File: src/rmir_pkg.sv
// shared types, constants and crc helper for the image receiver
`timescale 1ns / 1ps
package rmir_pkg;

   localparam int WINDOW_WORDS   = 128;
   localparam int WIN_IDX_W      = $clog2(WINDOW_WORDS);
   localparam int COUNT_W        = 23;
   localparam logic [31:0] IMAGE_CAPACITY = 32'd4194304;
   localparam logic [31:0] CRC_POLY = 32'hEDB88320;
   localparam logic [31:0] CRC_INIT = 32'hFFFFFFFF;

   localparam logic [7:0] ADDR_CONTROL  = 8'd0;
   localparam logic [7:0] ADDR_SIZE_HI  = 8'd1;
   localparam logic [7:0] ADDR_SIZE_LO  = 8'd2;
   localparam logic [7:0] ADDR_CRC_HI   = 8'd3;
   localparam logic [7:0] ADDR_CRC_LO   = 8'd4;
   localparam logic [7:0] ADDR_VERSION  = 8'd5;
   localparam logic [7:0] ADDR_WIN_BASE = 8'h10;

   localparam logic [15:0] CMD_START  = 16'd1;
   localparam logic [15:0] CMD_COMMIT = 16'd2;
   localparam logic [15:0] CMD_ABORT  = 16'd3;
   localparam logic [15:0] CMD_CHUNK  = 16'h10;

   localparam logic [2:0] ST_IDLE       = 3'd0;
   localparam logic [2:0] ST_RECEIVING  = 3'd1;
   localparam logic [2:0] ST_VALIDATING = 3'd2;
   localparam logic [2:0] ST_SUCCESS    = 3'd3;
   localparam logic [2:0] ST_ERROR      = 3'd4;

   localparam logic       ACC_READ  = 1'b0;
   localparam logic       ACC_WRITE = 1'b1;

   localparam logic [15:0] FW_VERSION_RESET = 16'h0100;

   typedef struct packed {
      logic        req_type;
      logic [7:0]  reg_addr;
      logic [15:0] write_data;
   } req_type_type;

   typedef struct packed {
      logic [15:0] read_data;
      logic [2:0]  status;
   } rsp_type;

   // controller to datapath
   typedef struct packed {
      logic accept;
      logic feed_hi;
      logic feed_lo;
      logic next_word;
      logic finish;
   } cmd_type;

   // datapath to controller
   typedef struct packed {
      logic is_chunk;
      logic below_limit;
      logic last_word;
   } stat_type;

   function automatic logic [31:0] crc_byte(input logic [31:0] crc, input logic [7:0] b);
      logic [31:0] c;
      c = crc ^ {24'd0, b};
      for (int k = 0; k < 8; k++) begin
         c = c[0] ? ((c >> 1) ^ CRC_POLY) : (c >> 1);
      end
      return c;
   endfunction

endpackage

File: src/rmir_ctrl.sv
// sequencer for register accesses and chunk walks
`timescale 1ns / 1ps
module rmir_ctrl (
   input  logic                 clock,
   input  logic                 reset,
   input  logic                 start,
   output logic                 busy,
   input  rmir_pkg::stat_type   stat,
   output rmir_pkg::cmd_type    cmd
);

   localparam logic [1:0] S_IDLE = 2'd0;
   localparam logic [1:0] S_HI   = 2'd1;
   localparam logic [1:0] S_LO   = 2'd2;

   logic [1:0] state_ff, state_in;

   always_comb begin
      state_in = state_ff;
      cmd = '0;
      case (state_ff)
         S_IDLE: begin
            if (start) begin
               cmd.accept = 1'b1;
               if (stat.is_chunk) state_in = S_HI;
            end
         end
         S_HI: begin
            if (stat.below_limit) begin
               cmd.feed_hi = 1'b1;
               state_in = S_LO;
            end else begin
               cmd.finish = 1'b1;
               state_in = S_IDLE;
            end
         end
         S_LO: begin
            cmd.feed_lo = stat.below_limit;
            if (stat.last_word) begin
               cmd.finish = 1'b1;
               state_in = S_IDLE;
            end else begin
               cmd.next_word = 1'b1;
               state_in = S_HI;
            end
         end
         default: state_in = S_IDLE;
      endcase
   end

   always_ff @(posedge clock) begin
      if (reset) state_ff <= S_IDLE;
      else state_ff <= state_in;
   end

   assign busy = (state_ff != S_IDLE);

endmodule

File: src/rmir_dp.sv
// registers, window memory, crc and byte count
`timescale 1ns / 1ps
module rmir_dp (
   input  logic                   clock,
   input  logic                   reset,
   input  rmir_pkg::req_type_type req,
   input  rmir_pkg::cmd_type      cmd,
   output rmir_pkg::stat_type     stat,
   input  logic                   csr_valid,
   input  logic [15:0]            csr_write_data,
   output logic                   rsp_strobe,
   output rmir_pkg::rsp_type      rsp
);

   localparam int IW = rmir_pkg::WIN_IDX_W;
   localparam int CW = rmir_pkg::COUNT_W;

   logic [15:0] fw_version_ff;
   logic        receiving_ff, receiving_in;
   logic [CW-1:0] count_ff, count_in;
   logic [31:0] size_ff, size_in;
   logic [31:0] tcrc_ff, tcrc_in;
   logic [31:0] crc_ff, crc_in;
   logic [2:0]  status_ff, status_in;

   logic [15:0] win_mem [rmir_pkg::WINDOW_WORDS];
   logic [rmir_pkg::WINDOW_WORDS-1:0] win_valid_ff;
   logic [15:0] word_ff;
   logic [IW-1:0] idx_ff, idx_in;
   logic [IW-1:0] rd_idx;

   logic        rsp_strobe_ff, rsp_strobe_in;
   rmir_pkg::rsp_type rsp_ff, rsp_in;

   logic          is_wr;
   logic [8:0]    win_off;
   logic          win_hit;
   logic [CW-1:0] limit;

   assign is_wr   = (req.req_type == rmir_pkg::ACC_WRITE);
   assign win_off = {1'b0, req.reg_addr} - {1'b0, rmir_pkg::ADDR_WIN_BASE};
   assign win_hit = (req.reg_addr >= rmir_pkg::ADDR_WIN_BASE)
                    && (win_off < 9'(rmir_pkg::WINDOW_WORDS));
   assign limit   = (size_ff > rmir_pkg::IMAGE_CAPACITY) ? rmir_pkg::IMAGE_CAPACITY[CW-1:0]
                                                         : size_ff[CW-1:0];

   assign stat.is_chunk    = is_wr && (req.reg_addr == rmir_pkg::ADDR_CONTROL)
                             && (req.write_data >= rmir_pkg::CMD_CHUNK) && receiving_ff;
   assign stat.below_limit = ({{(32-CW){1'b0}}, count_ff} < {{(32-CW){1'b0}}, limit});
   assign stat.last_word   = (idx_ff == IW'(rmir_pkg::WINDOW_WORDS - 1));

   // the word is held through both byte steps, the next one is fetched on the word step
   assign rd_idx = cmd.accept ? '0 : (cmd.next_word ? idx_ff + 1'b1 : idx_ff);

   always_comb begin
      receiving_in  = receiving_ff;
      count_in      = count_ff;
      size_in       = size_ff;
      tcrc_in       = tcrc_ff;
      crc_in        = crc_ff;
      status_in     = status_ff;
      idx_in        = idx_ff;
      rsp_strobe_in = 1'b0;
      rsp_in        = rsp_ff;
      if (cmd.accept) begin
         rsp_in.read_data = '0;
         if (is_wr) begin
            case (req.reg_addr)
               rmir_pkg::ADDR_CONTROL: begin
                  if (req.write_data == rmir_pkg::CMD_START) begin
                     count_in     = '0;
                     crc_in       = rmir_pkg::CRC_INIT;
                     receiving_in = 1'b1;
                     status_in    = rmir_pkg::ST_RECEIVING;
                  end else if (req.write_data == rmir_pkg::CMD_COMMIT) begin
                     receiving_in = 1'b0;
                     status_in = ((~crc_ff) == tcrc_ff && {{(32-CW){1'b0}}, count_ff} == size_ff)
                                 ? rmir_pkg::ST_SUCCESS : rmir_pkg::ST_ERROR;
                  end else if (req.write_data == rmir_pkg::CMD_ABORT) begin
                     receiving_in = 1'b0;
                     status_in    = rmir_pkg::ST_IDLE;
                  end else if (stat.is_chunk) begin
                     status_in = rmir_pkg::ST_RECEIVING;
                     idx_in    = '0;
                  end
               end
               rmir_pkg::ADDR_SIZE_HI: size_in = {req.write_data, size_ff[15:0]};
               rmir_pkg::ADDR_SIZE_LO: size_in = {size_ff[31:16], req.write_data};
               rmir_pkg::ADDR_CRC_HI:  tcrc_in = {req.write_data, tcrc_ff[15:0]};
               rmir_pkg::ADDR_CRC_LO:  tcrc_in = {tcrc_ff[31:16], req.write_data};
               default: ;
            endcase
         end else begin
            if (req.reg_addr == rmir_pkg::ADDR_CONTROL)
               rsp_in.read_data = {13'd0, status_ff};
            else if (req.reg_addr == rmir_pkg::ADDR_VERSION)
               rsp_in.read_data = fw_version_ff;
         end
         rsp_in.status = status_in;
         rsp_strobe_in = !stat.is_chunk;
      end
      if (cmd.feed_hi) begin
         crc_in   = rmir_pkg::crc_byte(crc_ff, word_ff[15:8]);
         count_in = count_ff + 1'b1;
      end
      if (cmd.feed_lo) begin
         crc_in   = rmir_pkg::crc_byte(crc_ff, word_ff[7:0]);
         count_in = count_ff + 1'b1;
      end
      if (cmd.next_word) idx_in = idx_ff + 1'b1;
      if (cmd.finish) begin
         rsp_strobe_in    = 1'b1;
         rsp_in.read_data = '0;
         rsp_in.status    = status_ff;
      end
   end

   always_ff @(posedge clock) begin
      if (reset) begin
         fw_version_ff <= rmir_pkg::FW_VERSION_RESET;
         receiving_ff  <= 1'b0;
         count_ff      <= '0;
         size_ff       <= '0;
         tcrc_ff       <= '0;
         crc_ff        <= rmir_pkg::CRC_INIT;
         status_ff     <= rmir_pkg::ST_IDLE;
         win_valid_ff  <= '0;
         rsp_strobe_ff <= 1'b0;
      end else begin
         if (csr_valid) fw_version_ff <= csr_write_data;
         receiving_ff  <= receiving_in;
         count_ff      <= count_in;
         size_ff       <= size_in;
         tcrc_ff       <= tcrc_in;
         crc_ff        <= crc_in;
         status_ff     <= status_in;
         rsp_strobe_ff <= rsp_strobe_in;
         if (cmd.accept && is_wr && win_hit) win_valid_ff[win_off[IW-1:0]] <= 1'b1;
      end
   end

   // window memory: one write port, one registered read port
   always_ff @(posedge clock) begin
      if (cmd.accept && is_wr && win_hit) win_mem[win_off[IW-1:0]] <= req.write_data;
      word_ff <= win_valid_ff[rd_idx] ? win_mem[rd_idx] : 16'd0;
      idx_ff  <= idx_in;
      rsp_ff  <= rsp_in;
   end

   assign rsp_strobe = rsp_strobe_ff;
   assign rsp        = rsp_ff;

endmodule

File: src/register_mapped_image_receiver_crc32.sv
// top level of the register-mapped image receiver with crc-32
`timescale 1ns / 1ps
// register accesses are taken when start is high and busy is low. a plain read
// or write shows its result on rsp_payload, marked by rsp_strobe, for one cycle
// on the next clock; the receiver cannot stall, so every result must be captured
// then. a chunk-ready write while receiving holds busy while the sequencer walks
// the 128-word window one byte a cycle through the crc, a high and a low byte
// step per word, ending early when the expected size is reached; its result
// follows the last byte. the version register is written on the csr channel,
// which is always ready
module register_mapped_image_receiver_crc32 (
   input  logic                   clock,
   input  logic                   reset,
   // request channel
   input  logic                   start,
   output logic                   busy,
   input  rmir_pkg::req_type_type req_payload,
   // result channel
   output logic                   rsp_strobe,
   output rmir_pkg::rsp_type      rsp_payload,
   // version register write
   input  logic                   csr_valid,
   output logic                   csr_ready,
   input  logic [15:0]            csr_write_data
);

   rmir_pkg::cmd_type  cmd;
   rmir_pkg::stat_type stat;

   assign csr_ready = 1'b1;

   // state machine: idle, then high and low byte steps of each window word
   rmir_ctrl u_ctrl (
      .clock (clock),
      .reset (reset),
      .start (start),
      .busy  (busy),
      .stat  (stat),
      .cmd   (cmd)
   );

   // register file, window store, crc and count
   rmir_dp u_dp (
      .clock          (clock),
      .reset          (reset),
      .req            (req_payload),
      .cmd            (cmd),
      .stat           (stat),
      .csr_valid      (csr_valid),
      .csr_write_data (csr_write_data),
      .rsp_strobe     (rsp_strobe),
      .rsp            (rsp_payload)
   );

`ifndef SYNTHESIS
   // every accepted transfer either answers next cycle or starts a walk
   a_accept_answers: assert property (@(posedge clock) disable iff (reset)
      start && !busy |=> rsp_strobe || busy)
      else $error("accepted transfer neither answered nor started a chunk walk");

   // a walk always ends with its result, shown in the cycle in which busy drops
   a_walk_result: assert property (@(posedge clock) disable iff (reset)
      $fell(busy) |-> rsp_strobe)
      else $error("chunk walk ended without a result");

   // busy only rises from an accepted transfer
   a_busy_cause: assert property (@(posedge clock) disable iff (reset)
      $rose(busy) |-> $past(start))
      else $error("busy rose without an accepted transfer");
`endif

endmodule
File: config.mk
export PLATFORM = sky130hd
export DESIGN_NAME = register_mapped_image_receiver_crc32
export DESIGN_NICKNAME = d
export VERILOG_FILES = /design/src/rmir_pkg.sv /design/src/rmir_ctrl.sv /design/src/rmir_dp.sv /design/src/register_mapped_image_receiver_crc32.sv
export SDC_FILE = /design/constraint.sdc
export NUM_CORES = 2
export LEC_CHECK = 0
export BUFFER_PORTS_ARGS = -buffer_cell sky130_fd_sc_hd__clkbuf_2
export CORE_MARGIN = 2
export CORE_UTILIZATION = 55
export CTS_BUF_LIST = sky130_fd_sc_hd__clkbuf_4 sky130_fd_sc_hd__clkbuf_8 sky130_fd_sc_hd__clkbuf_16
export DETAILED_ROUTE_END_ITERATION = 10
export GPL_TIMING_DRIVEN = 0
export MAX_ROUTING_LAYER = met4
export PLACE_DENSITY_LB_ADDON = 0.12
export SLEW_MARGIN = 20
export SYNTH_ARGS = -nofsm -noshare
export SYNTH_HDL_FRONTEND = slang
export SYNTH_SLANG_ARGS = --single-unit
File: constraint.sdc
create_clock -name clock -period 7.8 [get_ports clock]
set_input_delay 0.78 -clock clock [delete_from_list [all_inputs] [get_ports clock]]
set_output_delay 0.78 -clock clock [all_outputs]
set_load 0.005 [all_outputs]
# Yosys cells after proc, flatten, opt, wreduce, memory -nomap -nowiden
# Memories as Yosys holds them, arrays and structs flattened. A register that Yosys moved wholly into a read port is not among the register bits.
# Cells that the tools add are included.
[op_classes]
n_reduce_logical = 31
n_addsub = 3
n_lt_le_gt_ge = 8
n_mux = 78
n_bitwise = 24
eq_ne = 18
[op_table]
columns = ["op", "n"]
rows = [
  ["two-way mux 32 bit", 22],
  ["inverter 13 -> 14 bit", 16],
  ["two-way mux 23 bit", 7],
  ["bitwise OR 128 bit", 1],
  ["one-hot mux 32 bit (2 select lines)", 2],
  ["two-way mux 7 bit", 10],
  ["bitwise XOR 32 x 8 -> 32 bit", 2],
  ["two-way mux 16 bit", 3],
  ["equality test 16 x 2 -> 1 bit, second input constant", 2],
  ["equality test 23 x 32 -> 1 bit", 1],
  ["equality test 32 bit", 1],
  ["greater-than comparator 32 x 23 -> 1 bit, second input constant", 1],
  ["inverter 32 bit", 1],
  ["two-way mux 3 bit", 9],
  ["AND reduction 4 bit", 6],
  ["adder 23 x 1 -> 23 bit, second input constant", 1],
  ["less-than comparator 23 bit", 1],
  ["two-way mux 1 bit", 17],
  ["equality test 16 x 1 -> 1 bit, second input constant", 1],
  ["equality test 8 x 2 -> 1 bit, second input constant", 2],
  ["equality test 8 x 3 -> 1 bit, second input constant", 2],
  ["greater-or-equal comparator 16 x 5 -> 1 bit, second input constant", 1],
  ["less-than comparator 7 x 8 -> 1 bit, second input constant", 2],
  ["nonzero test 3 bit", 5],
  ["other kinds (24)", 46],
]
[word_totals]
inputBits = 45
regBits = 296
ram_bits = 2048
elab_cells = 178
mem_count = 1
out_inout_bits = 22
[mem_list]
columns = ["memory", "depth", "width", "read_ports", "rd_ports_with_merged_regs", "write_ports", "line_no", "rtl"]
rows = [
  ["u_dp.win_mem", 128, 16, 1, 1, 1, "rmir_dp.sv:26", "logic [15:0] win_mem [rmir_pkg::WINDOW_WORDS];"],
]

# Longest topological paths before layout
[logic_depth]
ltp_word = 19
depth_mapped = 18
mapped_depth_nobuf = 15

# Cells and area by module
# Synthesis repeated with hierarchy kept, for this count alone.
[unflattened]
cells_unflattened = 7739
hier_area_um2 = 96050.9
[modules_own_cells]
columns = ["module", "seq_area_each_um2", "cells_each", "n_inst", "area_each_um2"]
rows = [
  ["rmir_dp", 67805.0, 7714, 1, 95836.9],
  ["rmir_ctrl", 40.0, 23, 1, 202.7],
  ["register_mapped_image_receiver_crc32", 0.0, 2, 1, 11.3],
]

# Worst setup path after synthesis
# No wires, ideal clock.
[synth_timing]
path_type = "register to register"
from = "register u_dp.size_ff[0]"
to = "register u_dp.count_ff[21]"
arrival_ns = 3.684
required_time_ns = 7.683
path_buffers = 3
synth_period_minus_slack_ns = 3.801
stages_incl_launch_ff = 18
setup_time_ns = 0.117
setup_slack_ns = 3.999
cell_sequence = "dfxtp_1 or4_1 o41ai_2 and2_1 clkbuf_1 nand2_1 ha_1 a21o_1 a21o_1 a21oi_1 o21ai_0 a21oi_1 o221ai_1 buf_2 nand2_1 buf_2 o21ai_0 a32o_1"
[synth_between]
elab_chain_len = 7
word_cells_on_any_way = 13
cone_classes = "order compare: 2; mux: 6; reduce/logical: 5"
[synth_rtl]
columns = ["element", "line_no", "rtl"]
rows = [
  ["start, declared", "rmir_dp.sv:21", "logic [31:0] size_ff, size_in;"],
  ["start signal, assigned", "rmir_dp.sv:133", "size_ff <= size_in;"],
  ["greater-than comparator 32 x 23 -> 1 bit", "rmir_dp.sv:44", "assign limit = (size_ff > rmir_pkg::IMAGE_CAPACITY) ? rmir_pkg::IMAGE_CAPACITY[CW-1:0]"],
  ["two-way mux 23 bit (*)", "rmir_dp.sv:44", ""],
  ["less-than comparator 23 bit (*)", "rmir_dp.sv:49", "assign stat.below_limit = ({{(32-CW){1'b0}}, count_ff} < {{(32-CW){1'b0}}, limit});"],
  ["two-way mux 1 bit", "rmir_ctrl.sv:29", "if (stat.below_limit) begin"],
  ["two-way mux 1 bit", "rmir_ctrl.sv:21", "case (state_ff)"],
  ["nonzero test 3 bit (no line) or two-way mux 23 bit (tied branches)", "--", ""],
  ["AND reduction 4 bit (no line) or two-way mux 23 bit (tied branches)", "--", ""],
  ["end signal, assigned", "rmir_dp.sv:132", "count_ff <= count_in;"],
  ["end, declared", "rmir_dp.sv:20", "logic [CW-1:0] count_ff, count_in;"],
]
# Mark *: on every way between the ends. The rest lies on a longest branch, timed or not.
# A chain may end at the register's enable or synchronous reset.

# Worst setup path after layout
[layout_timing]
from = "register u_ctrl.state_ff[0]"
to = "register u_dp.word_ff[6] (read register of u_dp.win_mem)"
[layout_between]
elab_chain_len = 7
word_cells_on_any_way = 9
cone_classes = "eq/ne: 1; mux: 6; reduce/logical: 2"
[layout_rtl]
columns = ["element", "line_no", "rtl"]
rows = [
  ["start, declared", "rmir_ctrl.sv:16", "logic [1:0] state_ff, state_in;"],
  ["start signal, assigned", "rmir_ctrl.sv:53", "else state_ff <= state_in;"],
  ["equality test 2 bit", "rmir_ctrl.sv:21", ""],
  ["two-way mux 2 bit", "rmir_ctrl.sv:21", ""],
  ["two-way mux 7 bit", "rmir_dp.sv:53", "assign rd_idx = cmd.accept ? '0 : (cmd.next_word ? idx_ff + 1'b1 : idx_ff);"],
  ["two-way mux 7 bit (*)", "rmir_dp.sv:53", ""],
  ["binary-select mux 1 bit (select 7 bit)", "rmir_dp.sv:145", "word_ff <= win_valid_ff[rd_idx] ? win_mem[rd_idx] : 16'd0;"],
  ["two-way mux 1 bit (not written as such)", "rmir_dp.sv:145", ""],
  ["logical NOT 1 bit (no line)", "--", ""],
  ["end, declared", "rmir_dp.sv:28", "logic [15:0] word_ff;"],
]
# Mark *: on every way between the ends. The rest lies on a longest branch, timed or not. The select of a mux whose other input is x is not followed.

==> flow_summary.yaml <==
run_status:
  status: "finished, final reports clean"
pwr:
  leakagePower_nw: 36.2
  switching_share: 0.239
  power.clock.fraction: 0.427
  power.internal_mw: 20.9
  power_per_cell_area_nw_per_um2: 249
  power_switching_mw: 6.57
  vdd_drop_max_mv: 0.249
  finalPower_mw: 27.5
  p_seq_frac: 0.501
  power.combinational.fraction: 0.073
clock_tree:
  clkLatencyLatePin_ns: 0.94
  cts_buffers: 234
  h-tree-depth: 4
  root_buffer: "sky130_fd_sc_hd__clkbuf_16"
  cts_resized: 0
  tritoncts: "yes"
  cts.path.max_buffers: 3
  clkSlewWorstSetupHoldPaths_ns: 0.06
  cts.hold.buffers_added: 0
  cts.sinks: 2360
  cts_setup_buffers: 0
timing:
  finalWorstPathRequiredPeriod_ns: 7.36
  worst_slew_margin_rel: 0.101
  timing.clock.skew_ns: 0.0502
  worst-slew-pin-transition_ns: 1.34
  timing_max_transition_violations_final: 0
  final_hold_viol_count: 0
  fin_setup_tns_ns: 0
  max_clock_freq_mhz: 136
  setup_repair_after_global_routing_missed_its_margin: "false"
  finalCritPeriodShare: 0.944
  setup_viol: 0
logic_synthesis:
  synth.ff_latch_count: 2360
  synth-compound-area-share: 0.121
  synth_simple_gate_area_share: 0.110
  synth.cell_area_sq_um: 96000
  synthesis.yosys.warnings: 0
  ys_types: 95
  postSynth.asyncResetShare: 0
  dominantRegCellSynth: "sky130_fd_sc_hd__edfxtp_1"
  mappedNetlistNets: 7370
  synth_enable_flop_cells: 2058
  synth.yosys.seq_area_share: 0.706
  synth.avg_cell_area_sq_um: 13.2
  syn-instance-count: 7296
  synth_top_family_by_area: "compound AO/OA/AOI/OAI gates"
  yosys.area_share.xor_xnor: 0.0167
  synth.area.mux_share: 0.0143
  post_synthesis_share_of_cell_area_spent_on_full_adders_half_adders_and_majority_gates: 0.00378
die:
  initial_core_util: 0.553
  standard_cell_row_count: 153
  x_dimension_of_the_die_um: 422
  ios: 67
  die-area_sq_um: 178000
  die_height_um: 422
  core_sq_um: 174000
worst_setup_path:
  critical_path_required_time_ns: 8.47
  cp-end-kind: "flop"
  worst-path-max-fanout: 12
  startpoint_type: "flop"
  worst-endpoint-arrival_ns: 8.03
  critPathMaxStageDelay_ns: 0.94
  ordered_list_of_cells_on_the_worst_path: "inv_1, ha_1, buf_2, a21oi_2, a211o_1, buf_4, buf_4, buf_2, buf_2, buf_2, a211oi_1, a211oi_1, a211oi_2, a31oi_1, a22oi_1"
  critical_path.most_common_cell: "sky130_fd_sc_hd__buf_2"
  critPathKind: "reg -> reg"
  cp_slowest_cell: "sky130_fd_sc_hd__a211oi_1"
global_routing:
  grt_pass1_vias: 65700
  grt.total_usage: 0.453
  grt_max_degree: 116
  global_route.overflow_total: 0
  grt_antenna_before_repair: 33
  grt_pass1_wl_um: 536000
detailed_routing:
  first_pass_iters: 6
  detail_route.wirelength_um: 398000
  post-route-drc-count: 0
  post_drt_wl_per_cell_um: 38.8
  post_drt_via_cell_ratio: 7.05
  drt_iter0_drc: 13500
  route.vias.total: 72300
  drtAntennaViolNets: 0
place:
  post-dp-hpwl_um: 283000
  dpl_cell_area_sq_um: 102000
  place_inst: 9783
  globalplace.congestion: 1.07
  count_of_buffers_from_port_buffering: 62
layout:
  drive_above_1_share: 0.125
  number_of_filler_cells_placed_in_the_layout: 13100
  post-route-cell-area_sq_um: 110000
  finalNonFillerCells: 10300
  area_growth_pct: 14.9
  fin_nets: 7768
hold_path:
  worst_hold_path_type: "in -> reg"
flow_run:
  timing.max_cap.violations: 0
[power by group through the flow]
stage	logic [mW]	clock network, mW	registers [mW]
3_5_place_dp	1.88	0	14.0
3_3_place_gp	1.80	0	14.1
2_1_floorplan	0.871	0	14.0
5_1_grt	1.99	12.1	13.7
4_1_cts	1.88	11.7	13.8
6_report	1.99	11.7	13.8
[layout make-up]
cell class              count  area (sq um)  area share
diodes                     37          92.6    0.000839
plain buffers             556          2550      0.0231
clock buffers             305          6480      0.0587
clock inverters           129          1450      0.0132
inverters                  32           120     0.00109
multi-input cells        4348         26500       0.240
flip-flops and latches   2360         67800       0.615
well taps                2325          2910      0.0264
repair buffers            162          2390      0.0217
[Yosys cell counts (all sizes together) (128+ instances only)]
cell,count,area (sq um)
a21oi,215,1100
nand2,903,3390
nand3,332,1670
nor3,316,1590
o221ai,128,1120
edfxtp,2058,61800
o21a,132,991
clkbuf,304,1140
mux2i,133,1330
buf,252,1370
o21ai,237,1200
dfxtp,302,6050
nor2,543,2050
[state kept, by name, indices dropped and copies added, names as in the netlist]
signal	cells
u_dp.win_valid_ff	128
u_dp.word_ff	16
u_dp.count_ff	23
u_dp.rsp	19
u_ctrl.state_ff	2
u_dp.tcrc_ff	32
u_dp.idx_ff	7
u_dp.status_ff	3
u_dp.win_mem	2048
u_dp.crc_ff	32
u_dp.fw_version_ff	16
u_dp.receiving_ff	1
u_dp.size_ff	32
u_dp.rsp_strobe	1
[metrics by stage]
| stage | util | hold slack [ns] | worst slack, ns |
|---|---|---|---|
| floorplan | - | 0.434 | 4.00 |
| global placement | 0.572 | 0.442 | 0.828 |
| detailed placement | 0.589 | 0.449 | 1.02 |
| CTS | 0.635 | 0.0685 | 1.04 |
| global route | 0.635 | 0.0737 | 0.875 |
| finish | 0.636 | 0.0757 | 0.440 |
[logic make-up (layout without fill, tap and decap cells)]
kind of cell | after synthesis | after routing
XOR/XNOR | 181 | 181
other | 1 | 38
adder cells (fa/ha/maj) | 29 | 29
buffers and inverters | 588 | 1184
AO/OA/AOI/OAI | 1618 | 1618
AND/OR/NAND/NOR | 2383 | 2383
multiplexers | 136 | 136
flip-flops | 2360 | 2360
[layer usage]
metal,global-route usage,routed length [um],part of all wire,vias up
met5,-,0,0,-
met2,0.612,165000,0.41,6059
li1,-,-,-,28900
met4,0.297,32500,0.082,0
met3,0.152,58000,0.15,1285
met1,0.580,143000,0.36,36000
[layout by cell type (no fill, tap or decap), types with 120 or more instances in the layout]
cell type                   synthesis  final
sky130_fd_sc_hd__buf_2            165    168
sky130_fd_sc_hd__edfxtp_1        2058   2058
sky130_fd_sc_hd__clkbuf_1         304    277
sky130_fd_sc_hd__clkbuf_16          0    236
sky130_fd_sc_hd__a21oi_1          211    211
sky130_fd_sc_hd__nand3_1          330    330
sky130_fd_sc_hd__o21a_1           132    132
sky130_fd_sc_hd__mux2i_1          133    133
sky130_fd_sc_hd__o221ai_1         128    128
sky130_fd_sc_hd__nor2_1           541    410
sky130_fd_sc_hd__o21ai_0          231    230
sky130_fd_sc_hd__nor3_1           315    312
sky130_fd_sc_hd__xnor2_1          120    120
sky130_fd_sc_hd__dfxtp_1          302    302
sky130_fd_sc_hd__nand2_1          903    903
[path summary, 6_finish.rpt]
check                        start                     to  slack, ns  cells past startpoint
max             u_ctrl.state_ff[0]        u_dp.word_ff[6]       0.44                     15
min              csr_write_data[8]  u_dp.fw_version_ff[8]       0.08                      3
max reg2reg     u_ctrl.state_ff[0]        u_dp.word_ff[6]       0.44                     15
min reg2reg  u_dp.win_valid_ff[39]  u_dp.win_valid_ff[39]       0.46                      1
[worst max-delay path: cells and delay by family (launching register included)]
family	cells	cell delay, ns
DFF	1	0.37
adders and majority gates	1	0.28
AOI/OAI and AO/OA	7	3.65
buffers and inverters	7	2.74
Power figures use the tool's default switching activity.
